--- src/rtl/core/sync_header_frame_deframer_assert.svh ---
// Assertion macros shared by the frame deframer modules.
`ifndef SYNC_HEADER_FRAME_DEFRAMER_ASSERT_SVH
`define SYNC_HEADER_FRAME_DEFRAMER_ASSERT_SVH

// Same-cycle implication, checked on every clock edge outside reset.
`define SHFD_ASSERT_NOW(name, ante, cons, msg) \
    name: assert property (@(posedge i_clk) disable iff (!i_rst_n) (ante) |-> (cons)) \
        else $error(msg);

// Next-cycle implication.
`define SHFD_ASSERT_NEXT(name, ante, cons, msg) \
    name: assert property (@(posedge i_clk) disable iff (!i_rst_n) (ante) |=> (cons)) \
        else $error(msg);

`endif

--- src/rtl/core/shfd_pkg.sv ---
// Types and constants for the sync-header frame deframer.
`timescale 1ns / 1ps
package shfd_pkg;

    localparam int PAYLOAD_BUFFER_BYTES = 64;
    localparam int LEN_LIMIT_INT = (PAYLOAD_BUFFER_BYTES - 1 > 63) ? 63
                                                                   : PAYLOAD_BUFFER_BYTES - 1;
    localparam logic [7:0] LEN_LIMIT = 8'(LEN_LIMIT_INT);

    localparam int STORE_DEPTH = 64;
    localparam int ADDR_W      = $clog2(STORE_DEPTH);

    localparam logic [7:0] SYNC_A   = 8'h55;
    localparam logic [7:0] SYNC_B   = 8'hAA;
    localparam logic [7:0] SYNC_SUM = 8'hFF;

    typedef struct packed {
        logic              en;
        logic [ADDR_W-1:0] addr;
        logic [7:0]        data;
    } t_wr_req;

    typedef struct packed {
        logic       valid;
        logic [7:0] ftype;
        logic [5:0] flen;
    } t_frame_start;

endpackage

--- src/rtl/core/shfd_store.sv ---
// Payload store: 64 x 8 synchronous RAM, one write port, one registered read port.
`timescale 1ns / 1ps
module shfd_store
    import shfd_pkg::*;
(
    input  logic              i_clk,
    input  t_wr_req           i_wr,
    input  logic              i_rd_en,
    input  logic [ADDR_W-1:0] i_rd_addr,
    output logic [7:0]        o_rd_data
);

    logic [7:0] r_mem [STORE_DEPTH];
    logic [7:0] r_rd_data;

    always_ff @(posedge i_clk) begin
        if (i_wr.en) begin
            r_mem[i_wr.addr] <= i_wr.data;
        end
        if (i_rd_en) begin
            r_rd_data <= r_mem[i_rd_addr];
        end
    end

    assign o_rd_data = r_rd_data;

endmodule

--- src/rtl/core/shfd_parser.sv ---
// Header/length/payload/checksum parser; writes payload words into the store.
`timescale 1ns / 1ps
module shfd_parser
    import shfd_pkg::*;
(
    input  logic         i_clk,
    input  logic         i_rst_n,
    input  logic         i_acc,
    input  logic [7:0]   i_byte,
    output t_wr_req      o_wr,
    output t_frame_start o_start
);

    typedef enum logic [5:0] {
        PH_HEAD1   = 6'b000001,
        PH_HEAD2   = 6'b000010,
        PH_TYPE    = 6'b000100,
        PH_LEN     = 6'b001000,
        PH_PAYLOAD = 6'b010000,
        PH_CHECK   = 6'b100000
    } t_phase;

    t_phase     r_phase, n_phase;
    logic [7:0] r_type,  n_type;
    logic [5:0] r_len,   n_len;
    logic [5:0] r_cnt,   n_cnt;
    logic [7:0] r_sum,   n_sum;
    logic [5:0] cnt_inc;

    assign cnt_inc = r_cnt + 6'd1;

    always_comb begin
        n_phase = r_phase;
        n_type  = r_type;
        n_len   = r_len;
        n_cnt   = r_cnt;
        n_sum   = r_sum;
        o_wr    = '{en: 1'b0, addr: r_cnt[ADDR_W-1:0], data: i_byte};
        o_start = '{valid: 1'b0, ftype: r_type, flen: r_len};
        if (i_acc) begin
            unique case (r_phase)
                PH_HEAD2: begin
                    if (i_byte == SYNC_B) begin
                        n_phase = PH_TYPE;
                    end else if (i_byte == SYNC_A) begin
                        n_phase = PH_HEAD2;
                    end else begin
                        n_phase = PH_HEAD1;
                    end
                end
                PH_TYPE: begin
                    n_type  = i_byte;
                    n_sum   = SYNC_SUM + i_byte;
                    n_phase = PH_LEN;
                end
                PH_LEN: begin
                    if (i_byte > LEN_LIMIT) begin
                        n_phase = PH_HEAD1;
                    end else begin
                        n_len   = i_byte[5:0];
                        n_sum   = r_sum + i_byte;
                        n_cnt   = 6'd0;
                        n_phase = (i_byte == 8'd0) ? PH_CHECK : PH_PAYLOAD;
                    end
                end
                PH_PAYLOAD: begin
                    o_wr.en = 1'b1;
                    n_sum   = r_sum + i_byte;
                    n_cnt   = cnt_inc;
                    if (cnt_inc >= r_len) begin
                        n_phase = PH_CHECK;
                    end
                end
                PH_CHECK: begin
                    o_start.valid = (r_sum == i_byte);
                    n_phase       = PH_HEAD1;
                end
                default: begin
                    n_phase = (i_byte == SYNC_A) ? PH_HEAD2 : PH_HEAD1;
                end
            endcase
        end
    end

    always_ff @(posedge i_clk) begin
        if (!i_rst_n) begin
            r_phase <= PH_HEAD1;
            r_type  <= 8'd0;
            r_len   <= 6'd0;
            r_cnt   <= 6'd0;
            r_sum   <= 8'd0;
        end else begin
            r_phase <= n_phase;
            r_type  <= n_type;
            r_len   <= n_len;
            r_cnt   <= n_cnt;
            r_sum   <= n_sum;
        end
    end

`include "sync_header_frame_deframer_assert.svh"

    `SHFD_ASSERT_NOW(a_wr_in_frame, o_wr.en, (r_phase == PH_PAYLOAD) && (r_cnt < r_len), "payload write outside frame")
    `SHFD_ASSERT_NOW(a_start_on_check, o_start.valid, r_phase == PH_CHECK, "frame start outside checksum phase")

endmodule

--- src/rtl/core/shfd_emit.sv ---
// Result sequencer: reads the stored payload back and holds each word for the sink.
`timescale 1ns / 1ps
module shfd_emit
    import shfd_pkg::*;
(
    input  logic              i_clk,
    input  logic              i_rst_n,
    input  t_frame_start      i_start,
    output logic              o_rd_en,
    output logic [ADDR_W-1:0] o_rd_addr,
    input  logic [7:0]        i_rd_data,
    output logic              o_busy,
    output logic              o_valid,
    input  logic              i_ready,
    output logic [7:0]        o_frame_type,
    output logic [5:0]        o_frame_len,
    output logic [7:0]        o_payload_byte,
    output logic              o_empty_frame,
    output logic              o_last_byte
);

    typedef enum logic [2:0] {
        ST_IDLE = 3'b001,
        ST_LOAD = 3'b010,
        ST_HOLD = 3'b100
    } t_state;

    t_state     r_state, n_state;
    logic [5:0] r_idx,   n_idx;
    logic [7:0] r_type,  n_type;
    logic [5:0] r_len,   n_len;
    logic [7:0] r_byte,  n_byte;
    logic       r_empty, n_empty;
    logic       r_last,  n_last;
    logic       out_acc;
    logic [6:0] idx_inc;

    assign out_acc = (r_state == ST_HOLD) && i_ready;
    assign idx_inc = {1'b0, r_idx} + 7'd1;

    always_comb begin
        n_state   = r_state;
        n_idx     = r_idx;
        n_type    = r_type;
        n_len     = r_len;
        n_byte    = r_byte;
        n_empty   = r_empty;
        n_last    = r_last;
        o_rd_en   = 1'b0;
        o_rd_addr = r_idx[ADDR_W-1:0];
        unique case (r_state)
            ST_IDLE: begin
                if (i_start.valid) begin
                    n_type = i_start.ftype;
                    n_len  = i_start.flen;
                    n_idx  = 6'd0;
                    if (i_start.flen == 6'd0) begin
                        n_byte  = 8'd0;
                        n_empty = 1'b1;
                        n_last  = 1'b1;
                        n_state = ST_HOLD;
                    end else begin
                        o_rd_en   = 1'b1;
                        o_rd_addr = '0;
                        n_empty   = 1'b0;
                        n_state   = ST_LOAD;
                    end
                end
            end
            ST_LOAD: begin
                n_byte  = i_rd_data;
                n_last  = (idx_inc == {1'b0, r_len});
                n_state = ST_HOLD;
            end
            ST_HOLD: begin
                if (i_ready) begin
                    if (r_last) begin
                        n_state = ST_IDLE;
                    end else begin
                        n_idx     = idx_inc[5:0];
                        o_rd_en   = 1'b1;
                        o_rd_addr = idx_inc[ADDR_W-1:0];
                        n_state   = ST_LOAD;
                    end
                end
            end
            default: begin
                n_state = ST_IDLE;
            end
        endcase
    end

    always_ff @(posedge i_clk) begin
        if (!i_rst_n) begin
            r_state <= ST_IDLE;
            r_idx   <= 6'd0;
        end else begin
            r_state <= n_state;
            r_idx   <= n_idx;
        end
        r_type  <= n_type;
        r_len   <= n_len;
        r_byte  <= n_byte;
        r_empty <= n_empty;
        r_last  <= n_last;
    end

    assign o_busy         = (r_state != ST_IDLE);
    assign o_valid        = (r_state == ST_HOLD);
    assign o_frame_type   = r_type;
    assign o_frame_len    = r_len;
    assign o_payload_byte = r_byte;
    assign o_empty_frame  = r_empty;
    assign o_last_byte    = r_last;

`include "sync_header_frame_deframer_assert.svh"

    `SHFD_ASSERT_NOW(a_start_when_idle, i_start.valid, r_state == ST_IDLE, "frame start while emitting")
    `SHFD_ASSERT_NOW(a_load_in_range, r_state == ST_LOAD, r_idx < r_len, "read beyond frame length")
    `SHFD_ASSERT_NEXT(a_last_ends_run, out_acc && r_last, r_state == ST_IDLE, "run continues after last word")

endmodule

--- src/rtl/core/sync_header_frame_deframer.sv ---
// Top level of the sync-header frame deframer: parser, payload store, result sequencer.
//
//  channel | direction | handshake                  | word
//  rx      | in        | i_rx_valid / o_rx_ready    | i_rx_byte
//  res     | out       | o_res_valid / i_res_ready  | frame_type, frame_len, payload_byte,
//          |           |                            | empty_frame, last_byte
//
// Every header, length and payload byte is taken while rx is not held off.
// After a good checksum, rx is held off while the run is emitted: each payload word is
// read from the store into the output register; an empty-frame marker skips the read.
// A stalled sink holds the output register; rx opens again after the last word leaves.
// Synchronous active-low reset returns the parser to hunting; the store is not cleared.
`timescale 1ns / 1ps
module sync_header_frame_deframer
    import shfd_pkg::*;
(
    input  logic       i_clk,
    input  logic       i_rst_n,
    input  logic       i_rx_valid,
    output logic       o_rx_ready,
    input  logic [7:0] i_rx_byte,
    output logic       o_res_valid,
    input  logic       i_res_ready,
    output logic [7:0] o_frame_type,
    output logic [5:0] o_frame_len,
    output logic [7:0] o_payload_byte,
    output logic       o_empty_frame,
    output logic       o_last_byte
);

    t_wr_req           wr;
    t_frame_start      start;
    logic              rd_en;
    logic [ADDR_W-1:0] rd_addr;
    logic [7:0]        rd_data;
    logic              busy;
    logic              rx_acc;

    assign o_rx_ready = !busy;
    assign rx_acc     = i_rx_valid && !busy;

    shfd_parser u_parser (
        .i_clk   (i_clk),
        .i_rst_n (i_rst_n),
        .i_acc   (rx_acc),
        .i_byte  (i_rx_byte),
        .o_wr    (wr),
        .o_start (start)
    );

    shfd_store u_store (
        .i_clk     (i_clk),
        .i_wr      (wr),
        .i_rd_en   (rd_en),
        .i_rd_addr (rd_addr),
        .o_rd_data (rd_data)
    );

    shfd_emit u_emit (
        .i_clk          (i_clk),
        .i_rst_n        (i_rst_n),
        .i_start        (start),
        .o_rd_en        (rd_en),
        .o_rd_addr      (rd_addr),
        .i_rd_data      (rd_data),
        .o_busy         (busy),
        .o_valid        (o_res_valid),
        .i_ready        (i_res_ready),
        .o_frame_type   (o_frame_type),
        .o_frame_len    (o_frame_len),
        .o_payload_byte (o_payload_byte),
        .o_empty_frame  (o_empty_frame),
        .o_last_byte    (o_last_byte)
    );

endmodule
--- config.mk ---
export PLATFORM = sky130hd
export DESIGN_NAME = sync_header_frame_deframer
export DESIGN_NICKNAME = d
export VERILOG_FILES = /design/src/rtl/core/shfd_pkg.sv /design/src/rtl/core/shfd_store.sv /design/src/rtl/core/shfd_parser.sv /design/src/rtl/core/shfd_emit.sv /design/src/rtl/core/sync_header_frame_deframer.sv
export VERILOG_INCLUDE_DIRS = /design/src /design/src/rtl/core
export SDC_FILE = /design/constraint.sdc
export NUM_CORES = 1
export LEC_CHECK = 0
export ABC_AREA = 0
export BUFFER_PORTS_ARGS = -buffer_cell sky130_fd_sc_hd__buf_2
export CAP_MARGIN = 20
export CORE_ASPECT_RATIO = 1.4
export CORE_MARGIN = 2
export CORE_UTILIZATION = 45
export DETAILED_ROUTE_END_ITERATION = 6
export SYNTH_ARGS = -nofsm -noshare
export SYNTH_HDL_FRONTEND = slang
export SYNTH_SLANG_ARGS = --single-unit
--- constraint.sdc ---
create_clock -name i_clk -period 7.8 [get_ports i_clk]
set_input_delay 0 -clock i_clk [delete_from_list [all_inputs] [get_ports i_clk]]
set_output_delay 0 -clock i_clk [all_outputs]
set_load 0.02 [all_outputs]
# After elaboration in Yosys (flattened, before gate mapping)
# Memories as Yosys holds them, arrays and structs flattened. A register that Yosys moved wholly into a read port is not among the register bits.
# Cells that the tools add are included.
# Widths: inputs -> output; s select.
totals:
  mem_count: 1
  in_bits: 12
  output_inout_bits: 26
  word_cells: 95
  regBits: 67
  ram_bits: 512
mem_list:
  columns: ["name", "depth", "width", "rd", "rd_ports_with_merged_regs", "wr", "line_no", "text"]
  rows:
  - ["u_store.r_mem", 64, 8, 1, 1, 1, "shfd_store.sv:13", "logic [7:0] r_mem [STORE_DEPTH];"]
classes:
  n_lt_le_gt_ge: 2
  n_reduce_logical: 17
  n_addsub: 4
  muxes: 40
  eq_ne: 18
  n_bitwise: 1
ops:
  columns: ["operator", "count"]
  rows:
  - ["$mux 6", 10]
  - ["$pmux 6 s2", 3]
  - ["$pmux 6 s5", 1]
  - ["$mux 8", 3]
  - ["$pmux 8 s3", 1]
  - ["$pmux 8 s2", 1]
  - ["$mux 1", 13]
  - ["$reduce_and 3->1", 4]
  - ["$reduce_and 2->1", 5]
  - ["$mux 3", 3]
  - ["$pmux 3 s3", 1]
  - ["$add 8x8->8", 1]
  - ["$add 8x8->8 const A", 1]
  - ["$eq 8x7->1 const B", 1]
  - ["$eq 8x8->1", 1]
  - ["$eq 8x8->1 const B", 1]
  - ["$gt 8x6->1 const B", 1]
  - ["$logic_not 8->1", 1]
  - ["$add 6x1->7 const B", 1]
  - ["$eq 7x6->1", 1]
  - ["$add 6x1->6 const B", 1]
  - ["$eq 6x2->1 const B", 1]
  - ["$eq 6x3->1 const B", 1]
  - ["$eq 6x4->1 const B", 1]
  - ["17 further kinds", 24]

# Logic depth before layout (Yosys ltp)
logic_depth:
  depth_word: 6
  mapped_depth: 15
  depth_no_buf: 15

# Hierarchy
# A second synthesis with hierarchy kept.
hier_totals:
  cells_unflattened: 1328
  hier_area_um2: 24074.3
by_module_without_submodules:
  columns: ["module", "cells_per_inst", "n_inst", "area_per_inst_um2", "seq_area_each_um2"]
  rows:
  - ["shfd_store", 940, 1, 20246.9, 15615.0]
  - ["shfd_parser", 267, 1, 2324.7, 680.7]
  - ["shfd_emit", 119, 1, 1492.7, 900.9]
  - ["sync_header_frame_deframer", 2, 1, 10.0, 0.0]

# Least setup slack after synthesis
# OpenSTA, ideal clock, no wires.
synth_path:
  path_kind: "register -> register"
  start: "register u_emit.r_state[0]"
  end: "register u_store.r_rd_data[7] (netlist: u_store.o_rd_data[7]) (read register of u_store.r_mem), data pin"
  arrival_time_ps: 3082
  setup_time_ps: 282
  path_buffers: 5
  synth_period_minus_slack_ps: 3364
  required_ps: 7518
  stages_incl_launch_ff: 14
  setup_slack_ps: 4436
  cell_sequence: "dfxtp_1 -> nor3b_4 -> o31ai_1 -> or4_1 -> buf_2 -> a21o_1 -> buf_6 -> buf_6 -> buf_4 -> buf_2 -> a2111oi_0 -> o22ai_1 -> a2bb2oi_1 -> o311ai_0"
synth_via:
  elab_chain_len: 6
  word_cells_on_any_way: 10
  cone_classes: "3 x eq/ne; 5 x mux; 2 x reduce/logical"
synth_lines:
  columns: ["element", "line_no", "text"]
  rows:
  - ["start, declared", "shfd_emit.sv:28", "t_state r_state, n_state;"]
  - ["start signal, assigned", "shfd_emit.sv:98", "r_state <= n_state;"]
  - ["$ne 3x1->1 (*)", "shfd_emit.sv:108", "assign o_busy = (r_state != ST_IDLE);"]
  - ["$logic_not 1->1 (*)", null, null]
  - ["net o_rx_ready", "sync_header_frame_deframer.sv:20", "output logic o_rx_ready,"]
  - ["$logic_and 1x1->1 (*)", "sync_header_frame_deframer.sv:40", "assign rx_acc = i_rx_valid && !busy;"]
  - ["$mux 1 (*)", "shfd_parser.sv:40", "if (i_acc) begin"]
  - ["$mux 6 / $mux 1 (equally long branches)", "shfd_emit.sv:53", "if (i_start.valid) begin"]
  - ["$pmux 6 s2 / $pmux 1 s2 (equally long branches)", "shfd_emit.sv:51", "unique case (r_state)"]
  - ["end, declared", "shfd_store.sv:14", "logic [7:0] r_rd_data;"]
# Mark *: on every way through the listed nets, which the timed path passes. The rest lies on a longest branch.
# A chain may end at the register's enable or synchronous reset.

# Worst setup path after layout
layout_path:
  start: "register u_parser.r_len[5]"
  end: "register u_store.r_rd_data[1] (netlist: u_store.o_rd_data[1]) (read register of u_store.r_mem), data pin"
layout_via:
  elab_chain_len: 4
  word_cells_on_any_way: 7
  cone_classes: "6 x mux; 1 x reduce/logical"
layout_lines:
  columns: ["element", "line_no", "text"]
  rows:
  - ["start, declared", "shfd_parser.sv:25", "logic [5:0] r_len, n_len;"]
  - ["start signal, assigned", "shfd_parser.sv:95", "r_len <= n_len;"]
  - ["$logic_not 6->1 (*)", "shfd_emit.sv:57", "if (i_start.flen == 6'd0) begin"]
  - ["$mux 6 / $mux 1 (equally long branches)", "shfd_emit.sv:57", null]
  - ["$mux 6 / $mux 1 (equally long branches)", "shfd_emit.sv:53", null]
  - ["$pmux 6 s2 / $pmux 1 s2 (equally long branches)", "shfd_emit.sv:51", null]
# Mark *: on every way between the ends. The rest lies on a longest branch, timed or not.

==> flow_summary.yaml <==
outcome:
  outcome: "finished clean"
logic_synthesis:
  yosys.area.top_type: "edfxtp_1"
  yosys.cell_count.top_type: "edfxtp_1"
  yosysUniqueCellTypes: 69
  synthXorXnorAreaFrac_pct: 1.04
  synth_seq_area_share_pct: 70.1
  synth_compound_area_share_pct: 6.49
  synth_top_area_share_pct: 66.6
  synth_fp_nets: 1797
  yosys-top-cells-count: "edfxtp_1, nand2_1, mux2i_1, nor2_1, a21oi_1"
  netlist_area_sq_um: 24500
  avgSynthCellArea_sq_um: 13.9
  synth_top_family_by_area: "simple AND/OR/NAND/NOR gates"
  synth-adder-area-share_pct: 0.847
  postSynthCellCount: 1769
  ys_async_sr_fraction_pct: 0
  synthMuxAreaShare_pct: 8.88
  yosys_warnings: 0
  synth_ff_type: "edfxtp_1"
  ys_top_cells_by_area: "edfxtp_1, mux2i_1, nand2_1"
  ys_seq_elements: 587
  synth_edf_count: 544
  yosys.area_share.simple_pct: 10.6
clock_network:
  cts_root_buffer: "clkbuf_16"
  numClockSinks: 587
  cts-buffers-inserted: 55
  cts_buffer_depth: 3
  htreeDepth: 2
  insertion_delay_ns: 0.61
  path_clk_slew_ns: 0.07
  cts_tree: "built"
power_and_ir_drop:
  p_total_mw: 6.32
  p_comb_share_pct: 1.2
  p_int_mw: 5.07
  pwr-share-seq_pct: 54.3
  p_leak_nw: 8.76
  ir_drop_uv: 187
  p_switching_mw: 1.24
  clkPwrFrac_pct: 44.4
  swShare_pct: 19.7
  p_per_area_nw_per_um2: 231
hold_path:
  hold_path_class: "in2reg"
placement:
  port_buffers: 37
  preCtsSetupSlack_ns: 2.73
  place_hpwl_um: 37300
  place_congestion: 0.829
  place_inst: 2454
route:
  route.detailed.drc: 0
  num_vias: 14700
  drt_wl_total_um: 61300
  wire_per_inst_um: 23.9
  via_per_inst: 5.75
  ant_nets: 0
  drtIter0Drc: 1480
  drt_first_pass_iters: 5
die:
  coreArea_sq_um: 54100
  initial_utilization_pct: 45.3
  rows: 101
  dieArea_sq_um: 56400
  fp.dieH_um: 280
  die_w_um: 201
  ios: 38
global_routing:
  antenna_found_initial: 4
  grt_pass1_vias: 14700
  grt_max_degree: 80
  grt.overflow.total: 0
  grt_pass1_wl_um: 92100
  grtUsageTotal_pct: 21.8
critical_path:
  critical_path.endpoint_type: "flop"
  cp_data_arrival_time_ns: 5.25
  crit_type: "reg2reg"
  crit_fanout: 79
  critical_path_required_ns: 8.16
  start_kind: "flop"
layout:
  drive_gt1_share_pct: 9.93
  fin_cells: 2563
  diodes: 0
  multi_input_area_sq_um: 6890
  n_fill_cell: 4631
  ff_latch_area_sq_um: 17200
  layout.nets: 1823
  area_growth_pct: 11.6
sta:
  fmax_ghz: 0.204
  fin_crit_sh_pct: 62.7
  rsz0062_at_grt: "no"
  fin_skew_ns: 0.0188
  min_period_ns: 4.89
  hold_violations: 0
  finalWorstSetupSlack_ns: 2.91
  slew_viol_final: 0
  hold_ws_ns: 0.107
  setup_violations: 0
  tns_ns: 0
  slew_headroom_pct: 25.9
  worstMarginPinSlew_ns: 1.10
flow_run:
  maxCapViolations: 0
==> registers in the layout, indices dropped and copies added, names as in the netlist <==
register and count:
u_emit.o_payload_byte 8, u_emit.o_frame_len 6, u_parser.r_cnt 6, u_parser.r_type 8, u_emit.o_empty_frame 1, u_store.r_mem 512
u_parser.r_phase 6, u_parser.r_len 6, u_emit.r_idx 6, u_emit.o_frame_type 8, u_emit.r_state 3, u_store.o_rd_data 8
u_emit.o_last_byte 1, u_parser.r_sum 8
==> per-layer routing <==
metal	vias to the layer above	routed length, um	GRT usage [%]
met2	513	31000	38.2
met5	-	37	0
met4	2	2890	9.92
met1	7370	23800	26.9
met3	128	3570	2.71
li1	6719	-	-
==> through the flow <==
stage	instance area, sq um	utilization [%]
floorplan	24500	-
global placement	25400	47.0
detailed placement	25400	47.0
CTS	27400	50.6
global route	27400	50.6
finish	27400	50.6
==> cell type report <==
cell class / instances / area share [%]
timing repair buffer: 67 / 1.55
clock inverter: 32 / 1.38
multi-input combinational: 1071 / 25.2
clock buffer: 72 / 5.60
tap: 721 / 3.30
inverter: 13 / 0.178
sequential: 587 / 62.8
==> final timing paths <==
path	from	endpoint	slack [ns]	depth (start not counted)
setup / recovery	u_parser.r_len[5]	u_store.o_rd_data[1]	2.91	10
hold / removal	i_rx_byte[2]	u_store.r_mem[10][2]	0.11	2
setup reg to reg	u_parser.r_len[5]	u_store.o_rd_data[1]	2.91	10
hold reg to reg	u_parser.r_type[5]	u_emit.o_frame_type[5]	0.43	0
==> cell families (layout without fill, tap and decap cells) <==
| logic type | Yosys count | after routing |
|---|---|---|
| simple gates | 568 | 568 |
| mux | 216 | 216 |
| xor+xnor | 29 | 29 |
| fa+ha+maj | 16 | 16 |
| compound gates | 242 | 242 |
| flops | 587 | 587 |
| buf+inv | 111 | 184 |
==> worst max-delay path, stage by stage, from the launching register on <==
cell and delay (ns):
dfxtp_1 0.34, or4_1 0.58, o31ai_1 0.38, or4_1 0.46
a21o_4 0.80, buf_4 0.53, mux2i_1 0.25, mux2i_1 0.09
mux2_2 0.33, a221o_1 0.47, a211o_1 0.29
==> power groups by stage <==
stage | logic [mW] | clock network, mW | registers (mW)
after floorplan | 0.0184 | 0 | 3.50
after global placement | 0.0764 | 0 | 3.50
after detailed placement | 0.0786 | 0 | 3.50
after CTS | 0.0801 | 2.85 | 3.43
after global routing | 0.0868 | 2.96 | 3.43
final | 0.0785 | 2.81 | 3.43
==> placed cells by master (no fill, tap or decap), types with 12 or more instances in the layout <==
| master | synthesis | layout |
|---|---|---|
| edfxtp_1 | 544 | 544 |
| nand2_1 | 244 | 244 |
| mux2i_1 | 203 | 203 |
| nor2_1 | 125 | 125 |
| a21oi_1 | 96 | 95 |
| nand3_1 | 76 | 76 |
| clkbuf_16 | 0 | 57 |
| dfxtp_1 | 43 | 43 |
| buf_2 | 37 | 37 |
| o21ai_0 | 25 | 25 |
| buf_4 | 1 | 25 |
| xnor2_1 | 19 | 19 |
| nand4_1 | 19 | 19 |
| and3_1 | 15 | 15 |
| ha_1 | 15 | 15 |
| clkinv_2 | 0 | 15 |
| a31oi_1 | 15 | 14 |
| nand2b_1 | 13 | 13 |
| inv_1 | 13 | 13 |
| a22o_1 | 13 | 13 |
| mux2_2 | 13 | 13 |
| a221o_1 | 13 | 13 |
| and2_1 | 12 | 12 |
==> timing repair <==
action	in CTS	in global routing
endpoints found under the hold margin	41	0
hold buffers	5	0
buffers inserted	0	0
resized for setup	0	0
(Power assumes the default switching activity.)
